[src/rtl/core/ggap_pkg.sv]
// Shared types, constants and helpers for the GGA position parser.
// Used by ggap_parser, ggap_coord_conv and nmea_gga_position_parser_core.
// No dependencies.
package ggap_pkg;

  localparam int FRAC_DIGITS_DEF = 5;
  localparam int E7_DIGITS       = 7;

  localparam logic [7:0] MAX_SENTENCE = 8'd150;
  localparam logic [7:0] START_COUNT  = 8'd6;   // "$GPGGA" already taken in
  localparam logic [4:0] FIELD_CHARS  = 5'd19;

  // received characters
  localparam logic [7:0] CH_DOLLAR = 8'h24;
  localparam logic [7:0] CH_G      = 8'h47;
  localparam logic [7:0] CH_N      = 8'h4E;
  localparam logic [7:0] CH_P      = 8'h50;
  localparam logic [7:0] CH_A      = 8'h41;
  localparam logic [7:0] CH_CR     = 8'h0D;
  localparam logic [7:0] CH_LF     = 8'h0A;
  localparam logic [7:0] CH_COMMA  = 8'h2C;
  localparam logic [7:0] CH_POINT  = 8'h2E;
  localparam logic [7:0] CH_ZERO   = 8'h30;
  localparam logic [7:0] CH_NINE   = 8'h39;
  localparam logic [7:0] CH_S      = 8'h53;
  localparam logic [7:0] CH_W      = 8'h57;

  localparam logic [63:0] HUNDRED     = 64'd100;
  localparam logic [63:0] MIN_PER_DEG = 64'd60;
  localparam logic [63:0] E7          = 64'd10000000;
  localparam logic [63:0] LAT_LIMIT   = 64'd900000000;
  localparam logic [63:0] LON_LIMIT   = 64'd1800000000;

  // register stages of the coordinate conversion
  localparam int CONV_STAGES = 10;

  // snapshot of a closed sentence, handed from parser to conversion
  typedef struct packed {
    logic [31:0] lat_digits;
    logic [2:0]  lat_scale;
    logic [31:0] lon_digits;
    logic [2:0]  lon_scale;
    logic        is_south;
    logic        is_west;
    logic [3:0]  quality;
    logic [6:0]  sats;
  } fix_rec_t;

  function automatic logic [63:0] pow10(input logic [2:0] k);
    logic [63:0] r;
    case (k)
      3'd0:    r = 64'd1;
      3'd1:    r = 64'd10;
      3'd2:    r = 64'd100;
      3'd3:    r = 64'd1000;
      3'd4:    r = 64'd10000;
      3'd5:    r = 64'd100000;
      3'd6:    r = 64'd1000000;
      default: r = 64'd10000000;
    endcase
    return r;
  endfunction

endpackage

[src/rtl/core/ggap_coord_conv.sv]
// Pipelined DDMM.MMMMM fixed-point to degrees*1e7 conversion with clamp and
// hemisphere sign. Stage loads are driven by the top-level valid chain.
// Depends on ggap_pkg.
module ggap_coord_conv #(
  parameter int          FRAC_DIGITS = ggap_pkg::FRAC_DIGITS_DEF,
  parameter int          OUT_W       = 32,
  parameter logic [63:0] LIMIT       = ggap_pkg::LON_LIMIT
) (
  input  logic                               clk,
  input  logic [ggap_pkg::CONV_STAGES-1:0]   en,
  input  logic [31:0]                        digits,
  input  logic [2:0]                         scale,
  input  logic                               neg,
  output logic signed [OUT_W-1:0]            value
);

  localparam logic [63:0] SCALE   = ggap_pkg::pow10(3'(FRAC_DIGITS));
  localparam int          POW_W   = $clog2(SCALE + 64'd1);
  localparam logic [63:0] DEG_DIV = SCALE * ggap_pkg::HUNDRED;
  localparam logic [63:0] DEG_MAX = 64'hFFFF_FFFF / DEG_DIV;
  localparam int          DEG_W   = $clog2(DEG_MAX + 64'd1);
  localparam logic [63:0] RECIP   = 64'h1_0000_0000 / DEG_DIV;
  localparam int          MIN_W   = $clog2(DEG_DIV);
  localparam logic [63:0] MIN_MUL = ggap_pkg::pow10(3'(ggap_pkg::E7_DIGITS - FRAC_DIGITS));
  localparam int          T_W     = $clog2(DEG_DIV * MIN_MUL);
  localparam logic [63:0] RECIP60 = (64'd1 << T_W) / ggap_pkg::MIN_PER_DEG;
  localparam int          Q_W     = $clog2(RECIP60 + 64'd1);
  localparam int          DE_W    = DEG_W + $clog2(ggap_pkg::E7 + 64'd1);
  localparam int          SUM_W   = DE_W + 1;
  localparam int          NS      = ggap_pkg::CONV_STAGES;

  logic [NS-1:0]      n;
  logic [31:0]        d1;
  logic [2:0]         k1;
  logic [31:0]        sc2, sc3;
  logic [DEG_W-1:0]   q3, q4, deg5;
  logic [31:0]        rem4;
  logic [MIN_W-1:0]   mins5;
  logic [T_W-1:0]     t6, t7;
  logic [DE_W-1:0]    de6, de7, de8;
  logic [Q_W-1:0]     q7, frac8;
  logic [SUM_W-1:0]   sum9;

  logic [31+POW_W:0]  prod2;
  logic [63:0]        p3, qd4, p7, q60;
  logic [T_W-1:0]     r8;
  logic [OUT_W-1:0]   mag;

  assign prod2 = {{POW_W{1'b0}}, d1} * (32+POW_W)'(ggap_pkg::pow10(k1));
  assign p3    = {32'd0, sc2} * RECIP;
  assign qd4   = 64'(q3) * DEG_DIV;
  assign p7    = 64'(t6) * RECIP60;
  assign q60   = 64'(q7) * ggap_pkg::MIN_PER_DEG;
  assign r8    = t7 - q60[T_W-1:0];
  assign mag   = (64'(sum9) > LIMIT) ? LIMIT[OUT_W-1:0] : OUT_W'(sum9);

  always_ff @(posedge clk) begin
    if (en[0]) begin
      d1   <= digits;
      k1   <= scale;
      n[0] <= neg;
    end
    // missing fraction digits: scale up, saturating
    if (en[1]) begin
      sc2  <= (|prod2[31+POW_W:32]) ? '1 : prod2[31:0];
      n[1] <= n[0];
    end
    // degrees estimate, may be one low
    if (en[2]) begin
      q3   <= p3[32 +: DEG_W];
      sc3  <= sc2;
      n[2] <= n[1];
    end
    if (en[3]) begin
      rem4 <= sc3 - qd4[31:0];
      q4   <= q3;
      n[3] <= n[2];
    end
    if (en[4]) begin
      if (rem4 >= DEG_DIV[31:0]) begin
        deg5  <= q3_plus(q4);
        mins5 <= MIN_W'(rem4 - DEG_DIV[31:0]);
      end else begin
        deg5  <= q4;
        mins5 <= MIN_W'(rem4);
      end
      n[4] <= n[3];
    end
    if (en[5]) begin
      t6   <= T_W'(64'(mins5) * MIN_MUL);
      de6  <= DE_W'(64'(deg5) * ggap_pkg::E7);
      n[5] <= n[4];
    end
    // minutes / 60 estimate, may be one low
    if (en[6]) begin
      q7   <= p7[T_W +: Q_W];
      t7   <= t6;
      de7  <= de6;
      n[6] <= n[5];
    end
    if (en[7]) begin
      frac8 <= (r8 >= T_W'(ggap_pkg::MIN_PER_DEG)) ? q7 + Q_W'(1) : q7;
      de8   <= de7;
      n[7]  <= n[6];
    end
    if (en[8]) begin
      sum9 <= SUM_W'(de8) + SUM_W'(frac8);
      n[8] <= n[7];
    end
    if (en[9]) begin
      value <= n[8] ? -mag : mag;
      n[9]  <= n[8];
    end
  end

  function automatic logic [DEG_W-1:0] q3_plus(input logic [DEG_W-1:0] q);
    return q + DEG_W'(1);
  endfunction

endmodule

[config.mk]
export PLATFORM = sky130hd
export DESIGN_NAME = ggap_coord_conv
export DESIGN_NICKNAME = d
export VERILOG_FILES = /design/src/rtl/core/ggap_pkg.sv /design/src/rtl/core/ggap_coord_conv.sv
export SDC_FILE = /design/constraint.sdc
export NUM_CORES = 2
export LEC_CHECK = 0
export ABC_CLOCK_PERIOD_IN_PS = 11300
export BUFFER_PORTS_ARGS = -buffer_cell sky130_fd_sc_hd__buf_4
export CAP_MARGIN = 40
export CORE_ASPECT_RATIO = 0.5
export CORE_MARGIN = 2
export CORE_UTILIZATION = 30
export CTS_CLUSTER_DIAMETER = 80
export CTS_CLUSTER_SIZE = 10
export DETAILED_ROUTE_END_ITERATION = 10
export MAX_ROUTING_LAYER = met4
export PLACE_DENSITY = 0.44
export SYNTH_ARGS = -nofsm -noshare
export SYNTH_HDL_FRONTEND = slang
export SYNTH_SLANG_ARGS = --single-unit
export TNS_END_PERCENT = 1
[constraint.sdc]
create_clock -name clk -period 11.3 [get_ports clk]
set_input_delay 0.565 -clock clk [delete_from_list [all_inputs] [get_ports clk]]
set_output_delay 0.565 -clock clk [all_outputs]
set_load 0.005 [all_outputs]
Yosys cells after proc, flatten, opt, wreduce, memory -nomap -nowiden. Cells that the tools add are included.

Output and inout port bits: 32. Word-level logic and storage cells: 58. Input port bits: 47. Register bits: 441.

Order comparisons: 3. Add/subtract/negate cells: 7. Equal/unequal tests: 6. $mul: 7. Mux-type cells: 6. Reduce and logical (&&, ||, !) cells: 2.

Operator list (number): 24-bit one-hot mux with 7 select lines (1); 32-bit 2-to-1 mux (2); 28-bit by 25-bit multiplier with 53-bit output (second input constant) (1); 32-bit by 49-bit multiplier with 49-bit output (1); 32-bit by 9-bit multiplier with 41-bit output (second input constant) (1); 33-bit by 25-bit adder with 34-bit output (1); 34-bit by 31-bit > comparator with 1-bit output (second input constant) (1); 32-bit by 24-bit >= comparator with 1-bit output (second input constant) (1); 32-bit negation (1); 32-bit subtractor (1); 30-bit by 6-bit >= comparator with 1-bit output (second input constant) (1); 30-bit subtractor (1); 24-bit by 5-bit multiplier with 28-bit output (second input constant) (1); 25-bit by 4-bit multiplier with 28-bit output (second input constant) (1); 9-bit by 17-bit multiplier with 26-bit output (second input constant) (1); 25-bit by 1-bit adder with 25-bit output (second input constant) (1); 9-bit by 17-bit multiplier with 25-bit output (second input constant) (1); 25-bit 2-to-1 mux (1); 24-bit 2-to-1 mux (1); 24-bit subtractor (second input constant) (1); 17-bit OR reduction (1); 9-bit by 1-bit adder with 9-bit output (second input constant) (1); 3-bit equality test (second input constant) (3); 9-bit 2-to-1 mux (1); 3 further kinds (4).

Longest topological paths before layout.
Word-level depth: 4. Depth in mapped cells: 35. Depth with buffers taken out: 31.

Least setup slack after synthesis. No wires, ideal clock.

Kind: reg2reg. From: register k1[0]. To: register sc2[3], data pin. Data required time: 11025 ps. Arrival time: 8204 ps. Slack: 2821 ps. Setup time: 275 ps. Cell stages (with the launch flop): 32. Path through: edfxtp_1 > clkbuf_1 > nor3_1 > nand2b_1 > clkbuf_1 > nand2_1 > fa_1 > inv_1 > fa_1 > inv_1 > fa_1 > inv_1 > fa_1 > fa_1 > fa_1 > inv_1 > fa_1 > inv_1 > ha_1 > a21o_1 > a21o_1 > a21o_1 > nand2_1 > o21ai_0 > a2111o_1 > o22ai_1 > o2bb2ai_1 > a31oi_1 > xnor2_1 > a311oi_1 > clkbuf_1 > nand4b_1.

Longest elaborated chain between the ends: 4.

Ends and longest elaborated chain: start: declaration (line ggap_coord_conv.sv:34) `logic [2:0] k1;`; start signal: assignment (line ggap_coord_conv.sv:60) `k1 <= scale;`; 3-bit equality test (tied with other cells) (line ggap_pkg.sv:51) `case (k)`; 24-bit one-hot mux with 7 select lines (*) (line ggap_pkg.sv:51); 32-bit by 49-bit multiplier with 49-bit output (*) (line ggap_coord_conv.sv:49) `assign prod2 = {{POW_W{1'b0}}, d1} * (32+POW_W)'(ggap_pkg::pow10(k1));`; 17-bit OR reduction (line ggap_coord_conv.sv:65) `sc2 <= (|prod2[31+POW_W:32]) ? '1 : prod2[31:0];`; end signal: assignment (line ggap_coord_conv.sv:65); end: declaration (line ggap_coord_conv.sv:35) `logic [31:0] sc2, sc3;`.

Every way passes the cells marked *; elsewhere a longest branch is shown, timed or not. A chain may end at the register's enable or synchronous reset.

Worst setup path after layout.
From: register k1[1]. To: register sc2[15], data pin.

The elaborated chain is that of the path after synthesis.

==> key figures <==
Outcome
  – Status: finished clean

Clock network
  – CTS Buf Count: between 50 and 60
  – Skew-Pair Late Insertion Delay: roughly 0.7 ns
  – CTS tree: done
  – Sink Count: approximately 440
  – H-tree Lvls: 2
  – CTS Root Cell: clkbuf_16
  – Clk slew on worst S/H paths: about 0.06 ns
  – CTS max path bufs: 3

Route
  – M1 WL: about 76,000 um
  – Uppermost layer routed: met4
  – Via count of the routed design: between 30,000 and 40,000
  – Met3 WL: slightly above 6000 um
  – Post-route ant nets: 0
  – Drt first pass iters: 5
  – Vias/cell: roughly 4.5
  – Met2 WL: between 70,000 and 80,000 um
  – WL final: ~160,000 um
  – Residual DRC count: 0
  – Drt initial violations: approximately 1,900
  – Wire per inst: 18.2 um

Synthesis
  – Compound-gate portion of the synthesized area: 0.0715
  – Syn Inst Count: just under 6,000
  – Synth cell types: 80
  – Post-synthesis xor/xnor area fraction: 0.0389
  – Sequential share of the synthesized area: 0.220
  – Number of enable flip-flop cells after synthesis: around 440
  – Adder-Cell Fraction of Synth Area: 0.469
  – Ys async rst share: 0
  – Yosys warnings: 0
  – Mux cell area share after synthesis: 0.00140
  – Synth Cell Area: about 60,000 um^2
  – Synth Area in Simple Gates: 0.106
  – Syn Nets: approximately 7,600
  – Syn_area_per_cell: 10.4 um^2
  – Yosys reg bits: about 440
  – Synth Flop Type: edfxtp_1
  – Largest family of logic cells by synthesized area: adder cells

Layout
  – Layout cells sized above 1: 0.0416
  – # nets final: between 7,000 and 8,000
  – Non-Filler Instances: around 8,500
  – Area growth, synth to finish: 9.77%

STA
  – Worst Skew: roughly 0.028 ns
  – F_max: roughly 100 MHz
  – Fin. Hold Viols: 0
  – Rel. slew slack: 0.379
  – Max Slew Vio Count: 0
  – # setup viols final: 0
  – Setup TNS: 0 ns
  – Worst slew pin tran: just over 0.9 ns
  – Tcrit/Tclk final: 0.851
  – RSZ-0062 raised after global routing: false
  – Fin crit period: 9.62 ns

Worst setup path
  – Worst Path Arrival: around 10 ns
  – Critical path origin: k1[1]
  – Setup crit end kind: flop
  – Critical Path Stages: 28
  – Critical path type: reg -> reg
  – Cells on worst reg2reg path: 28
  – Bufs and invs on worst path: 6
  – Crit path max fanout: 36
  – CP most frequent cell: fa_1
  – Origin of the critical flop-to-flop path: k1[1]
  – Worst path max stage delay: roughly 0.65 ns
  – R2r setup slk: ~1.7 ns
  – Reg2reg end: sc2[15]
  – Cell family with most CP delay: adder cells
  – Worst path slowest cell: fa_1
  – Worst Path Required: approximately 12 ns
  – Setup crit end: sc2[15]
  – Setup crit start kind: flop

Global routing
  – Overflow after GRT: 0
  – Vias in the first global route: between 40,000 and 50,000
  – Tot GR Track Use: 0.160
  – First-pass GRT wire length: about 250,000 um
  – Initial antenna violation count: 2
  – Largest net degree at the start of global routing: 66

Placement
  – DP Wirelength: between 100,000 and 150,000 um
  – Cells after DPL: about 8,400
  – Port-buffer cells: between 70 and 80
  – GPL Wtd Cong: between 0.8 and 0.9

Floorplanning
  – Starting Density: 0.301
  – I/O pin cnt: between 70 and 80
  – Die Ht: around 320 um
  – Die W: about 640 um
  – Std-Cell Rows: approximately 120
  – Core box area: between 150,000 and 200,000 um^2
  – Total Die Area: roughly 200,000 um^2

Job
  – Max_cap viols: 0

Hold path
  – Worst min-delay path class: in -> reg
  – Hold path cells: 1
-- flip-flops by register name (all words and copies together), names as in the netlist, 28 cells and up --
| name | cells |
|---|---|
| sum9 | 34 |
| d1 | 32 |
| t6 | 28 |
| sc2 | 32 |
| sc3 | 32 |
| rem4 | 32 |
| t7 | 28 |
| value | 32 |
-- metal layers --
| layer | global-route usage | up-vias |
|---|---|---|
| met1 | 0.222 | 19100 |
| met4 | 0.0265 | 0 |
| met2 | 0.255 | 565 |
| li1 | - | 18900 |
| met5 | - | - |
| met3 | 0.0203 | 125 |
-- worst register-to-register path, delay by kind of cell, from the launching register on --
family,cells,cell delay [ns]
adders and majority gates,8,3.73
muxes,1,0.34
AOI/OAI and AO/OA,4,0.89
buffers and inverters,6,1.52
DFF,1,0.34
xor gates and xnor gates,1,0.51
and+or+nand+nor,8,2.02
-- cell usage after synthesis, types with 6 or more instances --
| cell type | number | area, um^2 |
|---|---|---|
| inv_1 | 1347 | 5060 |
| fa_1 | 885 | 17700 |
| ha_1 | 837 | 10500 |
| edfxtp_1 | 441 | 13200 |
| nand2_1 | 290 | 1090 |
| nor2_1 | 195 | 732 |
| and3_1 | 186 | 1160 |
| and2_1 | 182 | 1140 |
| a21oi_1 | 168 | 841 |
| xnor2_1 | 155 | 1360 |
| o21ai_0 | 126 | 631 |
| clkbuf_1 | 122 | 458 |
| xor2_1 | 112 | 981 |
| a21o_1 | 91 | 683 |
| nor2b_1 | 68 | 425 |
| nor3_1 | 63 | 315 |
| nand4_1 | 56 | 350 |
| nand3_1 | 52 | 260 |
| a31oi_1 | 37 | 231 |
| o21a_1 | 34 | 255 |
| o21bai_1 | 32 | 240 |
| a211oi_1 | 25 | 188 |
| nand2b_1 | 22 | 138 |
| nor4_1 | 19 | 119 |
| o31ai_1 | 18 | 135 |
| or3_1 | 15 | 93.8 |
| nand3b_1 | 14 | 105 |
| a21boi_0 | 13 | 97.6 |
| or2_2 | 13 | 81.3 |
| o211ai_1 | 11 | 82.6 |
| a211o_1 | 8 | 70.1 |
| a311oi_1 | 8 | 70.1 |
| a41oi_1 | 8 | 70.1 |
| nor3b_1 | 8 | 60.1 |
| nand4b_1 | 7 | 61.3 |
| o311ai_0 | 6 | 52.6 |
| or3_4 | 6 | 67.6 |
-- cells by family after synthesis --
kind of cell / count (synthesis)
adders and majority gates: 1722
buffers and inverters: 1481
and+or+nand+nor: 1211
AOI/OAI and AO/OA: 652
DFF: 441
xor gates and xnor gates: 267
muxes: 8
-- repair_timing --
item,in CTS,in global routing
resized for setup,0,0
hold buffers,34,0
endpoints found under the hold margin,34,0
buffers inserted,0,0
-- cells in the final DEF, fill, tap and decap left out, types with 6 or more instances in the layout --
cell type and count:
a31oi_1 37, a21boi_0 13, a211oi_1 24, o21a_1 34, nand4_1 56, xnor2_1 155, xor2_1 110, dlygate4sd3_1 34
nor2b_1 67, nand3_1 52, o311ai_0 6, o211ai_1 11, a311oi_1 7, nor3b_1 8, or3_1 15, nor3_1 61
or2_2 13, buf_4 129, and2_1 182, nor4_1 19, ha_1 837, or3_4 6, clkbuf_16 54, a21o_1 91
a41oi_1 8, edfxtp_1 441, o21ai_0 125, nand2_1 290, and3_1 186, nand2b_1 22, fa_1 885, nand3b_1 14
inv_1 1347, o31ai_1 18, nand4b_1 7, a21oi_1 167, nor2_1 193, o21bai_1 32, a211o_1 8
-- how the worst min path moves through the flow --
stage	slack, ns	end	start
6_report	0.09	k1[0]	scale[0]
5_1_grt	0.02	k1[0]	scale[0]
4_1_cts	0.01	k1[0]	scale[0]
3_5_place_dp	0.40	de7[28]	de6[28]
3_3_place_gp	0.40	de7[24]	de6[24]
2_1_floorplan	0.40	de7[10]	de6[10]
-- layout make-up --
class                   count  area [um^2]
diodes                      1         2.50
fillers                 20400       134000
multi-input cells        3860        41300
flip-flops and latches    441        13200
repair buffers            169         1440
inverters                1347         5060
clock buffers              56         1360
clock inverters            12          179
well taps                2655         3320
-- metrics by stage --
stage                     area, um^2  utilization  worst slack, ns  hold WS (ns)
after global routing           65900        0.330             1.28        0.0244
after CTS                      65900        0.330             1.75        0.0125
after global placement         63900        0.320             1.79         0.402
final                          65900        0.330             1.68        0.0931
after detailed placement       64100        0.321             1.76         0.405
after floorplan                60100            -             2.82         0.400
Power is not shown: default switching activity piles up to over one toggle a cycle in this logic, so the estimate is an artifact.
