--- src/rtl/core/ggap_pkg.sv ---
// Shared types, constants and helpers for the GGA position parser.
// Used by ggap_parser, ggap_coord_conv and nmea_gga_position_parser_core.
// No dependencies.
package ggap_pkg;

  localparam int FRAC_DIGITS_DEF = 5;
  localparam int E7_DIGITS       = 7;

  localparam logic [7:0] MAX_SENTENCE = 8'd150;
  localparam logic [7:0] START_COUNT  = 8'd6;   // "$GPGGA" already taken in
  localparam logic [4:0] FIELD_CHARS  = 5'd19;

  // received characters
  localparam logic [7:0] CH_DOLLAR = 8'h24;
  localparam logic [7:0] CH_G      = 8'h47;
  localparam logic [7:0] CH_N      = 8'h4E;
  localparam logic [7:0] CH_P      = 8'h50;
  localparam logic [7:0] CH_A      = 8'h41;
  localparam logic [7:0] CH_CR     = 8'h0D;
  localparam logic [7:0] CH_LF     = 8'h0A;
  localparam logic [7:0] CH_COMMA  = 8'h2C;
  localparam logic [7:0] CH_POINT  = 8'h2E;
  localparam logic [7:0] CH_ZERO   = 8'h30;
  localparam logic [7:0] CH_NINE   = 8'h39;
  localparam logic [7:0] CH_S      = 8'h53;
  localparam logic [7:0] CH_W      = 8'h57;

  localparam logic [63:0] HUNDRED     = 64'd100;
  localparam logic [63:0] MIN_PER_DEG = 64'd60;
  localparam logic [63:0] E7          = 64'd10000000;
  localparam logic [63:0] LAT_LIMIT   = 64'd900000000;
  localparam logic [63:0] LON_LIMIT   = 64'd1800000000;

  // register stages of the coordinate conversion
  localparam int CONV_STAGES = 10;

  // snapshot of a closed sentence, handed from parser to conversion
  typedef struct packed {
    logic [31:0] lat_digits;
    logic [2:0]  lat_scale;
    logic [31:0] lon_digits;
    logic [2:0]  lon_scale;
    logic        is_south;
    logic        is_west;
    logic [3:0]  quality;
    logic [6:0]  sats;
  } fix_rec_t;

  function automatic logic [63:0] pow10(input logic [2:0] k);
    logic [63:0] r;
    case (k)
      3'd0:    r = 64'd1;
      3'd1:    r = 64'd10;
      3'd2:    r = 64'd100;
      3'd3:    r = 64'd1000;
      3'd4:    r = 64'd10000;
      3'd5:    r = 64'd100000;
      3'd6:    r = 64'd1000000;
      default: r = 64'd10000000;
    endcase
    return r;
  endfunction

endpackage

--- src/rtl/core/ggap_parser.sv ---
// Byte-level GGA sentence parser: header match, field tracking, digit
// accumulation. Emits one fix_rec_t when a sentence with a position closes.
// Depends on ggap_pkg.
module ggap_parser #(
  parameter int FRAC_DIGITS = ggap_pkg::FRAC_DIGITS_DEF
) (
  input  logic                clk,
  input  logic                rst,
  input  logic                fire,
  input  logic [7:0]          rx_byte,
  output logic                emit,
  output ggap_pkg::fix_rec_t  rec
);

  localparam logic [2:0] FRAC_3 = 3'(FRAC_DIGITS);

  localparam logic [3:0] FLD_LAT  = 4'd2;
  localparam logic [3:0] FLD_NS   = 4'd3;
  localparam logic [3:0] FLD_LON  = 4'd4;
  localparam logic [3:0] FLD_EW   = 4'd5;
  localparam logic [3:0] FLD_QUAL = 4'd6;
  localparam logic [3:0] FLD_SATS = 4'd7;
  localparam logic [3:0] FLD_END  = 4'd15;

  localparam logic [3:0] QUAL_CAP = 4'd9;
  localparam logic [6:0] SATS_CAP = 7'd99;

  typedef enum logic [2:0] {
    HDR_IDLE, HDR_DOLLAR, HDR_G, HDR_TALKER, HDR_G2, HDR_G3
  } hdr_t;

  hdr_t        hdr, hdr_next;
  logic        in_sentence, in_sentence_next;
  logic [3:0]  field_number, field_next;
  logic [7:0]  bytes_seen, bytes_next;
  logic [31:0] lat_digits, lat_next;
  logic [31:0] lon_digits, lon_next;
  logic [2:0]  lat_scale, lat_scale_next;
  logic [2:0]  lon_scale, lon_scale_next;
  logic [2:0]  fraction_count, fc_next;
  logic        point_seen, point_next;
  logic        number_ended, ended_next;
  logic [4:0]  kept_chars, kept_next;
  logic        lat_present, lat_present_next;
  logic        lon_present, lon_present_next;
  logic        is_south, south_next;
  logic        is_west, west_next;
  logic [3:0]  quality_value, quality_next;
  logic [6:0]  sat_value, sat_next;

  logic        finish;
  logic        is_digit;
  logic [3:0]  digit;
  logic [31:0] coord_sel, coord_new;
  logic [2:0]  coord_fc;
  logic        coord_point, coord_ended;
  logic [7:0]  qual_sum;
  logic [10:0] sat_sum;

  function automatic logic [31:0] push_digit(input logic [31:0] v, input logic [3:0] d);
    logic [35:0] t;
    t = {1'b0, v, 3'b000} + {3'b000, v, 1'b0} + {32'd0, d};
    return (|t[35:32]) ? '1 : t[31:0];
  endfunction

  assign is_digit = (rx_byte >= ggap_pkg::CH_ZERO) && (rx_byte <= ggap_pkg::CH_NINE);
  assign digit    = 4'(rx_byte - ggap_pkg::CH_ZERO);
  assign qual_sum = {4'd0, quality_value} * 8'd10 + {4'd0, digit};
  assign sat_sum  = {4'd0, sat_value} * 11'd10 + {7'd0, digit};

  // one accumulator step, shared by latitude and longitude
  always_comb begin
    coord_sel   = (field_number == FLD_LAT) ? lat_digits : lon_digits;
    coord_new   = coord_sel;
    coord_fc    = fraction_count;
    coord_point = point_seen;
    coord_ended = number_ended;
    if (!number_ended) begin
      if (is_digit) begin
        if (!point_seen) begin
          coord_new = push_digit(coord_sel, digit);
        end else if (fraction_count < FRAC_3) begin
          coord_new = push_digit(coord_sel, digit);
          coord_fc  = fraction_count + 3'd1;
        end
      end else if (rx_byte == ggap_pkg::CH_POINT && !point_seen) begin
        coord_point = 1'b1;
      end else begin
        coord_ended = 1'b1;
      end
    end
  end

  always_comb begin
    hdr_next         = hdr;
    in_sentence_next = in_sentence;
    field_next       = field_number;
    bytes_next       = bytes_seen;
    lat_next         = lat_digits;
    lon_next         = lon_digits;
    lat_scale_next   = lat_scale;
    lon_scale_next   = lon_scale;
    fc_next          = fraction_count;
    point_next       = point_seen;
    ended_next       = number_ended;
    kept_next        = kept_chars;
    lat_present_next = lat_present;
    lon_present_next = lon_present;
    south_next       = is_south;
    west_next        = is_west;
    quality_next     = quality_value;
    sat_next         = sat_value;
    finish           = 1'b0;

    if (!in_sentence) begin
      if (rx_byte == ggap_pkg::CH_DOLLAR) begin
        hdr_next = HDR_DOLLAR;
      end else if (hdr == HDR_DOLLAR && rx_byte == ggap_pkg::CH_G) begin
        hdr_next = HDR_G;
      end else if (hdr == HDR_G &&
                   (rx_byte == ggap_pkg::CH_N || rx_byte == ggap_pkg::CH_P)) begin
        hdr_next = HDR_TALKER;
      end else if (hdr == HDR_TALKER && rx_byte == ggap_pkg::CH_G) begin
        hdr_next = HDR_G2;
      end else if (hdr == HDR_G2 && rx_byte == ggap_pkg::CH_G) begin
        hdr_next = HDR_G3;
      end else if (hdr == HDR_G3 && rx_byte == ggap_pkg::CH_A) begin
        hdr_next         = HDR_IDLE;
        in_sentence_next = 1'b1;
        field_next       = 4'd0;
        bytes_next       = ggap_pkg::START_COUNT;
        lat_next         = '0;
        lon_next         = '0;
        lat_scale_next   = '0;
        lon_scale_next   = '0;
        fc_next          = '0;
        point_next       = 1'b0;
        ended_next       = 1'b0;
        kept_next        = '0;
        lat_present_next = 1'b0;
        lon_present_next = 1'b0;
        south_next       = 1'b0;
        west_next        = 1'b0;
        quality_next     = '0;
        sat_next         = '0;
      end else begin
        hdr_next = HDR_IDLE;
      end
    end else if (rx_byte == ggap_pkg::CH_CR || rx_byte == ggap_pkg::CH_LF) begin
      finish = 1'b1;
    end else begin
      bytes_next = bytes_seen + 8'd1;
      if (rx_byte == ggap_pkg::CH_COMMA) begin
        // close the field; coordinates remember how far to scale up
        if (field_number == FLD_LAT) lat_scale_next = FRAC_3 - fraction_count;
        if (field_number == FLD_LON) lon_scale_next = FRAC_3 - fraction_count;
        fc_next    = '0;
        point_next = 1'b0;
        ended_next = 1'b0;
        kept_next  = '0;
        field_next = field_number + 4'd1;
        if (field_next == FLD_END) finish = 1'b1;
      end else if (rx_byte != ggap_pkg::CH_DOLLAR && kept_chars < ggap_pkg::FIELD_CHARS) begin
        kept_next = kept_chars + 5'd1;
        case (field_number)
          FLD_LAT: begin
            lat_present_next = 1'b1;
            lat_next         = coord_new;
            fc_next          = coord_fc;
            point_next       = coord_point;
            ended_next       = coord_ended;
          end
          FLD_NS: begin
            if (kept_chars == 5'd0) south_next = (rx_byte == ggap_pkg::CH_S);
          end
          FLD_LON: begin
            lon_present_next = 1'b1;
            lon_next         = coord_new;
            fc_next          = coord_fc;
            point_next       = coord_point;
            ended_next       = coord_ended;
          end
          FLD_EW: begin
            if (kept_chars == 5'd0) west_next = (rx_byte == ggap_pkg::CH_W);
          end
          FLD_QUAL: begin
            if (!number_ended) begin
              if (is_digit) quality_next = (qual_sum > 8'(QUAL_CAP)) ? QUAL_CAP : qual_sum[3:0];
              else ended_next = 1'b1;
            end
          end
          FLD_SATS: begin
            if (!number_ended) begin
              if (is_digit) sat_next = (sat_sum > 11'(SATS_CAP)) ? SATS_CAP : sat_sum[6:0];
              else ended_next = 1'b1;
            end
          end
          default: begin
          end
        endcase
      end
      if (bytes_next >= ggap_pkg::MAX_SENTENCE) finish = 1'b1;
    end

    if (finish) begin
      in_sentence_next = 1'b0;
      hdr_next         = HDR_IDLE;
    end
  end

  assign emit = finish && lat_present_next && lon_present_next;

  // a coordinate field still open at close is scaled with its current count
  always_comb begin
    rec.lat_digits = lat_next;
    rec.lat_scale  = (field_next == FLD_LAT) ? FRAC_3 - fc_next : lat_scale_next;
    rec.lon_digits = lon_next;
    rec.lon_scale  = (field_next == FLD_LON) ? FRAC_3 - fc_next : lon_scale_next;
    rec.is_south   = south_next;
    rec.is_west    = west_next;
    rec.quality    = quality_next;
    rec.sats       = sat_next;
  end

  always_ff @(posedge clk) begin
    if (rst) begin
      hdr            <= HDR_IDLE;
      in_sentence    <= 1'b0;
      field_number   <= '0;
      bytes_seen     <= '0;
      lat_digits     <= '0;
      lon_digits     <= '0;
      lat_scale      <= '0;
      lon_scale      <= '0;
      fraction_count <= '0;
      point_seen     <= 1'b0;
      number_ended   <= 1'b0;
      kept_chars     <= '0;
      lat_present    <= 1'b0;
      lon_present    <= 1'b0;
      is_south       <= 1'b0;
      is_west        <= 1'b0;
      quality_value  <= '0;
      sat_value      <= '0;
    end else if (fire) begin
      hdr            <= hdr_next;
      in_sentence    <= in_sentence_next;
      field_number   <= field_next;
      bytes_seen     <= bytes_next;
      lat_digits     <= lat_next;
      lon_digits     <= lon_next;
      lat_scale      <= lat_scale_next;
      lon_scale      <= lon_scale_next;
      fraction_count <= fc_next;
      point_seen     <= point_next;
      number_ended   <= ended_next;
      kept_chars     <= kept_next;
      lat_present    <= lat_present_next;
      lon_present    <= lon_present_next;
      is_south       <= south_next;
      is_west        <= west_next;
      quality_value  <= quality_next;
      sat_value      <= sat_next;
    end
  end

endmodule

--- config.mk ---
export PLATFORM = sky130hd
export DESIGN_NAME = ggap_parser
export DESIGN_NICKNAME = d
export VERILOG_FILES = /design/src/rtl/core/ggap_pkg.sv /design/src/rtl/core/ggap_parser.sv
export SDC_FILE = /design/constraint.sdc
export NUM_CORES = 1
export LEC_CHECK = 0
export BUFFER_PORTS_ARGS = -buffer_cell sky130_fd_sc_hd__buf_4
export CORE_ASPECT_RATIO = 0.9
export CORE_MARGIN = 2
export CORE_UTILIZATION = 25
export CTS_BUF_LIST = sky130_fd_sc_hd__clkbuf_8
export CTS_CLUSTER_DIAMETER = 100
export DETAILED_ROUTE_END_ITERATION = 6
export PLACE_DENSITY = 0.4
export SYNTH_ARGS = -nofsm -noshare
export SYNTH_HDL_FRONTEND = slang
export SYNTH_SLANG_ARGS = --single-unit
--- constraint.sdc ---
create_clock -name clk -period 21.6 [get_ports clk]
set_input_delay 5.4 -clock clk [delete_from_list [all_inputs] [get_ports clk]]
set_output_delay 5.4 -clock clk [all_outputs]
set_load 0.01 [all_outputs]
## Word level (Yosys, flattened, before mapping)

Index checks and enable logic that the tools add are counted.

- Bits in registers: 111
- Logic and storage cells: 310

- Add/subtract/negate cells: 11
- $mul: 2
- $lt $le $gt $ge: 7
- Eq/ne operators: 39
- Mux-type cells: 210
- Reduce and logical (&&, ||, !) cells: 23

Operators by type and width:

| kind | count |
|---|---|
| $mux 32 | 28 |
| $mux 3 | 44 |
| $mux 7 | 14 |
| $mux 4 | 23 |
| $mux 1 | 82 |
| $mux 8 | 8 |
| $mux 5 | 10 |
| $eq 8x7->1 const B | 6 |
| $add 35x33->36 | 1 |
| $add 36x4->36 | 1 |
| $eq 8x6->1 const B | 3 |
| $eq 4x3->1 const B | 5 |
| $eq 8x4->1 const B | 2 |
| $reduce_and 13->1 | 1 |
| $eq 4x2->1 const B | 3 |
| $ne 2x2->1 const B | 6 |
| $add 11x4->11 | 1 |
| $gt 11x7->1 const B | 1 |
| $logic_and 1x1->1 | 10 |
| $mul 7x3->10 const B | 1 |
| $reduce_and 10->1 | 1 |
| $ne 3x2->1 const B | 3 |
| $reduce_and 9->1 | 1 |
| $add 8x1->8 const B | 1 |
| other kinds (30) | 36 |

## Longest topological paths before layout

Gate-level depths: netlist of run 1.

- Depth in word-level cells: 15
- Mapped depth: 22
- Gate-level depth less buffers: 18

## Worst setup path before layout of run 1

No wires, ideal clock.

- Kind: input -> output
- From: in rx_byte[3]
- To: out rec[34] (netlist bit)
- Arrival time: 8.908 ns
- Data required time: 16.200 ns
- Setup slack: 7.292 ns
- Stages: 12
- Buffers on the path: 0
- Cell sequence: inv_1 fa_1 fa_1 nand2b_1 a211oi_2 o2111ai_2 a21oi_4 a31oi_1 or4_4 a211o_4 or3_4 a32o_1

RTL lines:

| element | line | RTL |
|---|---|---|
| start: declaration | ggap_parser.sv:10 | `input logic [7:0] rx_byte,` |
| end: declaration | ggap_parser.sv:12 | `output ggap_pkg::fix_rec_t rec` |

==> flow_summary.toml, run 1 <==
[layout]
ff_latch_area_um2 = 2220
nFillCells = 4395
area_growth_pct = 13.7
fin_util = 0.288
fin_nets = 1466
multi_input_area_um2 = 7560
drive_gt1_frac = 0.135

[clock_network]
cts_buffer_depth = 2
root_buffer = "clkbuf_8"
cts_sinks = 111
clk_latency_ns = 0.46
cts_resized = 0
cts_setup_buffers = 0
cts_max_level = 3
clk_pin_slew_ns = 0.15
cts_buffers = 9
cts_tree = "built"
cts-hold-fix-buffers = 0

[sta]
fmax_mhz = 66.0
clock_skew_ns = 0.0412
rsz0062_at_grt = "no"
finalCriticalPeriod_ns = 15.14
relSlewSlack = 0.237
slew_viol_final = 0
worstMarginPinSlew_ns = 1.14
setup_violations = 0
post-route-period-util = 0.701
hold_ws_ns = 0.485
setup_tns_ns = 0
hold_viol_final = 0

[drt]
drt-pass1-iter-count = 5
routedWlPerCell_um = 20.8
dr.first_iter.drc_count = 692
antenna_left = 0
drc = 0
avgViaCountPerCell = 5.39
num_vias = 10250
wl_mm = 39.6

[floorplanning]
initial_core_util = 0.253
die_area_um2 = 42700
coreArea_um2 = 40600
rows = 70
ios = 95
die_x_um = 218
die_h_um = 196

[hold_path]
min_path_type = "reg -> reg"
worstHoldStart = "lon_scale[1]"
hold-path-endpoint = "lon_scale[1]"
holdPathStages = 2

[power]
p_leak_uw = 0.00496
cellPowerDensity_nw_per_um2 = 32.9
ir_drop_v = 0.0000246

[placed_design]
place_congestion = 0.835
hpwl_mm = 28.6
io_buffers = 94

[yosys]
synth-edff-count = 0
synth.top_cell.area_share = 0.217
yosysMostFrequentCell = "nand2_1"
synthesis.area_um2 = 10300
synthAdderAreaFrac = 0.126
postSynthAreaPerCell_um2 = 7.82
yosysWarnings = 0
synth_top_family_by_area = "compound AO/OA/AOI/OAI gates"
synthTopCellsByCount = "nand2_1, a21oi_1, dfxtp_1"
synthXorXnorAreaFrac = 0.0358
synth_area_leader_cell = "dfxtp_1"
synth.mux.area_fraction = 0.0466
synth.distinct_cells = 78
synth.area.top_cells = "dfxtp_1, ha_1, a21oi_1"
async_reset_ff_frac = 0
synth-seq-cells = 111
postSynthCellCount = 1312
synth-compound-area-share = 0.309
ys_seq_area_frac = 0.217
synth_ff_type = "dfxtp_1"
synth_nets = 1423
yosys.area_share.simple = 0.216

[global_route]
grt_overflow = 0
antenna_found_initial = 1
grt_pass1_wl_mm = 61.2
grt_pass1_vias = 10060
grt_usage = 0.186
grt_max_degree = 46

[critical_path]
required_ns = 16.20
r2r-end = "lat_digits[26]"
critPathBufInv = 5
cp.arrival_ns = 9.74
crit_type = "in -> out"
path_max_fanout = 9
ff2ff_path_depth = 17
cpMaxStageDelayCell = "a221oi_2"
r2r-start = "field_number[0]"
critPathMaxStageDelay_ns = 0.87
start_kind = "input port"
worstPathCellList = "buf_4, inv_1, fa_1, inv_1, ha_1, a21o_1, and4_1, o2111ai_1, and2_1, a2111oi_0, or2_2, a221oi_2, buf_4, o31ai_1, o21ai_0, buf_4"
crit_path_end_kind = "output pin"
crit_family = "compound AO/OA/AOI/OAI gates"
rrSetupSlack_ns = 15.41
crit_path_frequent_cell = "buf_4"

[run_status]
status = "finished clean"

[run]
max_cap_viol_count = 0
per-stage QoR:
stage,setup WS (ns),total power [µW],cells,area (µm²)
floorplan,7.29,234,1312,10300
global placement,6.48,248,1884,11500
detailed placement,6.41,248,1884,11500
CTS,6.39,393,1900,11700
global route,5.99,402,1901,11700
finish,6.46,384,1901,11700
cells by family after synthesis:
logic type,Yosys count
multiplexers,45
adder cells (fa/ha/maj),100
AO/OA/AOI/OAI,450
XOR/XNOR,42
AND/OR/NAND/NOR,438
flip-flops,111
buffers and inverters,126
sequential cells by signal (all words and copies together), names as in the netlist, 3 cells and up:
name            flops
lat_digits         32
lat_scale           3
lon_scale           3
quality_value       4
field_number        4
sat_value           7
bytes_seen          8
kept_chars          5
lon_digits         32
fraction_count      3
hdr                 3
cells in the final DEF, fill, tap and decap left out, drive strengths merged, types with 13 or more instances in the layout:
cell type / Yosys / routed
a21o: 23 / 23
a21oi: 126 / 126
a22o: 44 / 44
a22oi: 16 / 16
a31oi: 13 / 13
a32o: 61 / 61
and2: 15 / 15
buf: 18 / 112
dfxtp: 111 / 111
ha: 94 / 94
inv: 44 / 47
mux2: 22 / 22
mux2i: 23 / 23
nand2: 137 / 137
nand2b: 32 / 32
nand3: 46 / 46
nand4: 20 / 20
nor2: 103 / 103
nor3: 22 / 22
o21ai: 79 / 79
o31ai: 16 / 16
xnor2: 18 / 18
xor2: 24 / 24
worst max-delay path by stage:
stage,from,end,slack (ns),cells past startpoint
floorplan,rx_byte[3],rec[34],7.29,12
global placement,rx_byte[3],rec[41],6.48,15
detailed placement,rx_byte[3],rec[23],6.41,16
finish,rx_byte[3],rec[23],6.46,16
global route,rx_byte[3],rec[23],5.99,16
CTS,rx_byte[3],rec[23],6.39,16
final cells by class:
type | instances | area share
clock buffers | 9 | 0.0106
clock inverters | 7 | 0.00611
flip-flops and latches | 111 | 0.190
repair buffers | 112 | 0.0721
inverters | 46 | 0.0148
multi-input cells | 1075 | 0.648
well taps | 540 | 0.0579
diodes | 1 | 0.000214
metal layers:
| layer | routed length [µm] | GRT usage |
|---|---|---|
| met4 | 671 | 0.0505 |
| met2 | 16800 | 0.282 |
| met5 | 0 | 0 |
| met1 | 20200 | 0.268 |
| met3 | 1930 | 0.0340 |
tightest hold or removal path, delay by kind of cell, from the launching register on:
family | cells | cell delay (ns)
AOI/OAI and AO/OA | 2 | 0.12
DFF | 1 | 0.34
power breakdown:
part           internal [µW]  switching, µW  leakage (µW)
clock                   45.4           96.0     0.0000991
combinational           11.3           24.5       0.00397
sequential               206           1.73      0.000895
Note: power is estimated with default switching activity, not from simulation.
==> inputs of run 2 (changes only) <==
--- a/config.mk
+++ b/config.mk
@@ -5,6 +5,7 @@
 export SDC_FILE = /design/constraint.sdc
 export NUM_CORES = 1
 export LEC_CHECK = 0
+export ABC_AREA = 1
 export BUFFER_PORTS_ARGS = -buffer_cell sky130_fd_sc_hd__buf_4
 export CORE_ASPECT_RATIO = 0.9
 export CORE_MARGIN = 2
@@ -12,7 +13,7 @@
 export CTS_BUF_LIST = sky130_fd_sc_hd__clkbuf_8
 export CTS_CLUSTER_DIAMETER = 100
 export DETAILED_ROUTE_END_ITERATION = 6
-export PLACE_DENSITY = 0.4
+export PLACE_DENSITY = 0.41
 export SYNTH_ARGS = -nofsm -noshare
 export SYNTH_HDL_FRONTEND = slang
 export SYNTH_SLANG_ARGS = --single-unit
==> constraint.sdc (replaced) <==
create_clock -name clk -period 12.6 [get_ports clk]
set_input_delay 3.15 -clock clk [delete_from_list [all_inputs] [get_ports clk]]
set_output_delay 3.15 -clock clk [all_outputs]
set_load 0.01 [all_outputs]
==> run 2 against run 1 <==
Net effect: combinational power rose to 14 times the previous value; clock power is 70% higher; via count up 21%; power increased to 3.0 times the previous value; wire length up 5.7%; global-route usage is 1.6 points lower; non-clock buffer count shrank 10; final cell count rose by 43%.
==> flow_summary.toml, run 2 <==
[floorplanning]
die_area_um2 = 50100
initial_core_util = 0.253
rows = 76
die_h_um = 213
ios = 95
coreArea_um2 = 47800
die_x_um = 236

[sta]
finalCriticalPeriod_ns = 9.84
clock_skew_ns = 0.0213
setup_violations = 0
fmax_mhz = 102
hold_viol_final = 0
worstMarginPinSlew_ns = 1.03
relSlewSlack = 0.310
setup_tns_ns = 0
slew_viol_final = 0
post-route-period-util = 0.781
rsz0062_at_grt = "no"
hold_ws_ns = 0.477

[clock_network]
cts_buffer_depth = 2
cts_max_level = 3
cts_tree = "built"
cts_sinks = 111
cts_buffers = 9
cts_setup_buffers = 0
clk_latency_ns = 0.47
root_buffer = "clkbuf_8"
cts_resized = 0
cts-hold-fix-buffers = 0
clk_pin_slew_ns = 0.12

[global_route]
met2_usage = 0.280
grt_pass1_wl_mm = 67.3
grt_usage = 0.170
grtUsageMet3 = 0.0284
grt.met1_usage = 0.231
grt-busiest-layer = "met2"
grt_max_degree = 69
grt_pass1_vias = 12389
antenna_found_initial = 0
grt_overflow = 0

[power]
pwr-share-clk = 0.210
p_sw_frac = 0.457
ir_drop_v = 0.0000415
finalPower_uw = 1140
p_switching_uw = 522
p_leak_uw = 0.00743
p_int_uw = 620
power_frac_comb = 0.447
cellPowerDensity_nw_per_um2 = 85.6
seqPwrFrac = 0.343

[yosys]
async_reset_ff_frac = 0
postSynthCellCount = 2058
synth.distinct_cells = 57
synth-edff-count = 0
synthesis.area_um2 = 12100
synthTopCellsByCount = "nand2_1, inv_1, a21oi_1"
ys_seq_area_frac = 0.184
synth.top_cell.area_share = 0.208
yosysWarnings = 0
synth-seq-cells = 111
synth_area_leader_cell = "nand2_1"
yosysMostFrequentCell = "nand2_1"
synth_nets = 2169
synth_ff_type = "dfxtp_1"
synth.area.top_cells = "nand2_1, dfxtp_1, inv_1"
postSynthAreaPerCell_um2 = 5.87

[critical_path]
start_kind = "input port"
crit_type = "in -> out"
required_ns = 9.45
path_max_fanout = 33
crit_path_end_kind = "output pin"
cp.arrival_ns = 6.69

[layout]
diodes = 0
layout_common_cells = "nand2_1, inv_1, a21oi_1"
drive_gt1_frac = 0.117
final_common_cell = "nand2_1"
reg_top3 = "lat_digits: 32 flops, lon_digits: 32 flops, bytes_seen: 8 flops"
fin_nets = 2202
area_growth_pct = 10.4

[drt]
dr.first_iter.drc_count = 706
avgViaCountPerCell = 4.57
drc = 0
antenna_left = 0
routedWlPerCell_um = 15.4
drt-pass1-iter-count = 5
num_vias = 12437
wl_mm = 41.8

[run]
max_cap_viol_count = 0

[run_status]
status = "finished clean"

[hold_path]
min_path_type = "reg -> reg"

[placed_design]
io_buffers = 94
place_congestion = 0.855
hpwl_mm = 30.4
[run 2: cell count changes in the layout (fill, tap and decap cells not counted), moves of 23 or more]
cell,before,now
inv_1,44,356
inv_2,0,26
a22o_1,44,0
nand2_2,0,33
nand3_1,36,121
nand2b_1,32,0
nand3_2,3,32
a32o_1,61,1
mux2i_1,23,0
nand2_1,137,669
a21oi_1,125,205
[run 2: cell type report]
| cell class | count | area, µm² |
|---|---|---|
| Clock buffer | 9 | 124 |
| Clock inverter | 7 | 63.8 |
| Fill cell | 5415 | 34500 |
| Inverter | 384 | 1440 |
| Multi-Input combinational cell | 1483 | 7940 |
| Sequential cell | 111 | 2220 |
| Tap cell | 624 | 781 |
| Timing Repair Buffer | 102 | 766 |
[run 2: kinds of logic after synthesis]
logic type               after synthesis  share of synthesized area
buffers and inverters                464                      0.159
AND/OR/NAND/NOR                     1007                      0.371
XOR/XNOR                              39                     0.0283
adder cells (fa/ha/maj)              100                      0.107
AO/OA/AOI/OAI                        337                      0.150
flip-flops                           111                      0.184
[run 2: power by group through the flow]
stage / Sequential, µW / Combinational [µW] / Clock, µW
finish: 392 / 510 / 240
global route: 396 / 582 / 271
CTS: 392 / 516 / 260
detailed placement: 400 / 514 / 0
global placement: 399 / 514 / 0
floorplan: 394 / 374 / 0
[run 2: worst max-delay path, cell delays in order]
cell     delay, ns
buf_4         0.14
inv_2         0.10
nor2_2        0.04
inv_2         0.08
o21ai_2       0.06
nand2_2       0.11
inv_2         0.07
nor2_4        0.10
inv_2         0.04
nor2_2        0.12
inv_2         0.08
nor2_4        0.78
inv_2         0.61
o22ai_1       0.31
inv_1         0.07
nor4_1        0.54
buf_4         0.24
[run 2: final timing paths]
path	startpoint	end	slack, ns	cells past startpoint
max	rx_byte[0]	emit	2.76	17
min	kept_chars[3]	kept_chars[4]	0.48	2
max reg2reg	field_number[0]	lat_digits[17]	6.92	28
min reg2reg	kept_chars[3]	kept_chars[4]	0.48	2
[run 2: per-stage QoR]
step	std cells	setup WS (ns)	utilization	area [µm²]
2_1_floorplan	2058	3.92	-	12100
3_3_place_gp	2704	2.76	0.275	13200
3_5_place_dp	2704	2.79	0.275	13200
4_1_cts	2720	2.79	0.279	13300
5_1_grt	2720	2.40	0.279	13300
6_report	2720	2.76	0.279	13300
[run 2: metal layers]
metal  up-vias  wire (µm)
li1       6506          -
met1      5713      21100
met2       183      18600
met3        35       1400
met4         0        620
met5         -          0
==> inputs of run 3 (changes only) <==
==> constraint.sdc (replaced) <==
create_clock -name clk -period 9 [get_ports clk]
set_input_delay 2.25 -clock clk [delete_from_list [all_inputs] [get_ports clk]]
set_output_delay 2.25 -clock clk [all_outputs]
set_load 0.01 [all_outputs]
==> run 3 against run 2 <==
Net effect: utilization increased by 0.094 points; die area stayed put; sequential power up 40%; critical path depth rose by 9; critical path type is now reg -> out.
==> flow_summary.toml, run 3 (same netlist as run 2, synthesis figures left out) <==
[layout]
diodes = 0
layout_common_cells = "nand2_1, inv_1, a21oi_1"
drive_gt1_frac = 0.119
fin_nets = 2207
reg_top3 = "lat_digits: 32 flops, lon_digits: 32 flops, bytes_seen: 8 flops"
area_growth_pct = 10.8
finalNonFillerCells = 2725
nFillCells = 5488
final_common_cell = "nand2_1"
fin_util = 0.280

[critical_path]
required_ns = 6.75
ff2ff_path_depth = 27
crit_path_end_kind = "output pin"
r2r-start = "field_number[0]"
cp-endpoint = "rec[68]"
rrSetupSlack_ns = 3.52
crit_type = "reg -> out"
path_max_fanout = 32
r2r-end = "lat_digits[17]"
start_kind = "flop"
cp.arrival_ns = 5.82
cp-startpoint = "field_number[0]"

[global_route]
grt_pass1_vias = 12259
grt_usage = 0.171
grt_pass1_wl_mm = 67.5
grt_overflow = 0
antenna_found_initial = 1
grt_max_degree = 69

[run]
max_cap_viol_count = 0

[sta]
setup_violations = 0
worstMarginPinSlew_ns = 0.936
rsz0062_at_grt = "no"
finalCriticalPeriod_ns = 8.07
relSlewSlack = 0.376
fmax_mhz = 124
clock_skew_ns = 0.0251
setup_tns_ns = 0
hold_viol_final = 0
hold_ws_ns = 0.489
post-route-period-util = 0.897
slew_viol_final = 0

[floorplanning]
coreArea_um2 = 47800
die_area_um2 = 50100
rows = 76
ios = 95
initial_core_util = 0.253
die_h_um = 213
die_x_um = 236

[clock_network]
cts_tree = "built"
cts_buffer_depth = 2
cts_resized = 0
cts_sinks = 111
cts_buffers = 9
cts_max_level = 3
clk_latency_ns = 0.46
root_buffer = "clkbuf_8"
cts_setup_buffers = 0
clk_pin_slew_ns = 0.12
cts-hold-fix-buffers = 0

[drt]
avgViaCountPerCell = 4.58
wl_mm = 42.2
antenna_left = 0
routedWlPerCell_um = 15.5
num_vias = 12478
drt-pass1-iter-count = 5
dr.first_iter.drc_count = 719
drc = 0

[run_status]
status = "finished clean"

[power]
p_leak_uw = 0.00746
cellPowerDensity_nw_per_um2 = 120
ir_drop_v = 0.0000572
finalPower_uw = 1610

[placed_design]
io_buffers = 94
place_congestion = 0.863
hpwl_mm = 30.8
dp.cells = 2709

[hold_path]
min_path_type = "reg -> reg"
[run 3: per-layer routing]
metal  GRT usage  part of all wire  vias to the layer above
met5           0                 0                        -
met4      0.0378             0.013                        0
met3      0.0251             0.033                       29
met2       0.285              0.46                      194
met1       0.233              0.50                     5740
li1            -                 -                     6515
[run 3: per-stage QoR]
stage | area, µm² | worst slack, ns
after floorplan | 12100 | 2.12
after global placement | 13200 | 1.00
after detailed placement | 13200 | 0.996
after CTS | 13400 | 0.904
after global routing | 13400 | 0.554
final | 13400 | 0.927
[run 3: worst min path at each step]
stage	to	cells after the start	slack, ns	startpoint
floorplan	kept_chars[4]	2	0.44	kept_chars[3]
global placement	kept_chars[4]	2	0.46	kept_chars[3]
CTS	kept_chars[4]	2	0.49	kept_chars[3]
detailed placement	kept_chars[4]	2	0.47	kept_chars[3]
finish	kept_chars[4]	2	0.49	kept_chars[3]
global route	bytes_seen[7]	2	0.52	bytes_seen[7]
[run 3: area by class of cell]
cell class / instances / area (µm²) / area share
Multi-Input combinational cell: 1483 / 7940 / 0.593
Sequential cell: 111 / 2220 / 0.166
Inverter: 384 / 1440 / 0.108
Timing Repair Buffer: 107 / 803 / 0.0600
Tap cell: 624 / 781 / 0.0583
Clock buffer: 11 / 151 / 0.0113
Clock inverter: 5 / 43.8 / 0.00327
[run 3: where the power goes]
group / internal, µW / switching [µW]
registers: 523 / 25.9
clock network: 119 / 222
logic: 241 / 478
total: 882 / 726
[run 3: worst max-delay path, stage by stage (launching register included)]
cell and delay [ns]:
dfxtp_1 0.42, inv_1 0.15, ha_1 0.33, nand2_2 0.38
buf_4 0.42, nand2_1 0.20, o21ai_0 0.21, inv_1 0.14
ha_1 0.32, ha_1 0.36, nand2_1 0.21, inv_1 0.06
nand2_1 0.07, nand2_1 0.11, nand2_1 0.08, nand2_1 0.06
a21oi_1 0.19, nand3_1 0.09, nand2_1 0.13, nand2_4 0.08
nor2_8 0.57, nand2_1 0.09, o21ai_0 0.16, nand2_1 0.20
nand2_1 0.13, nand2_1 0.06, buf_4 0.14
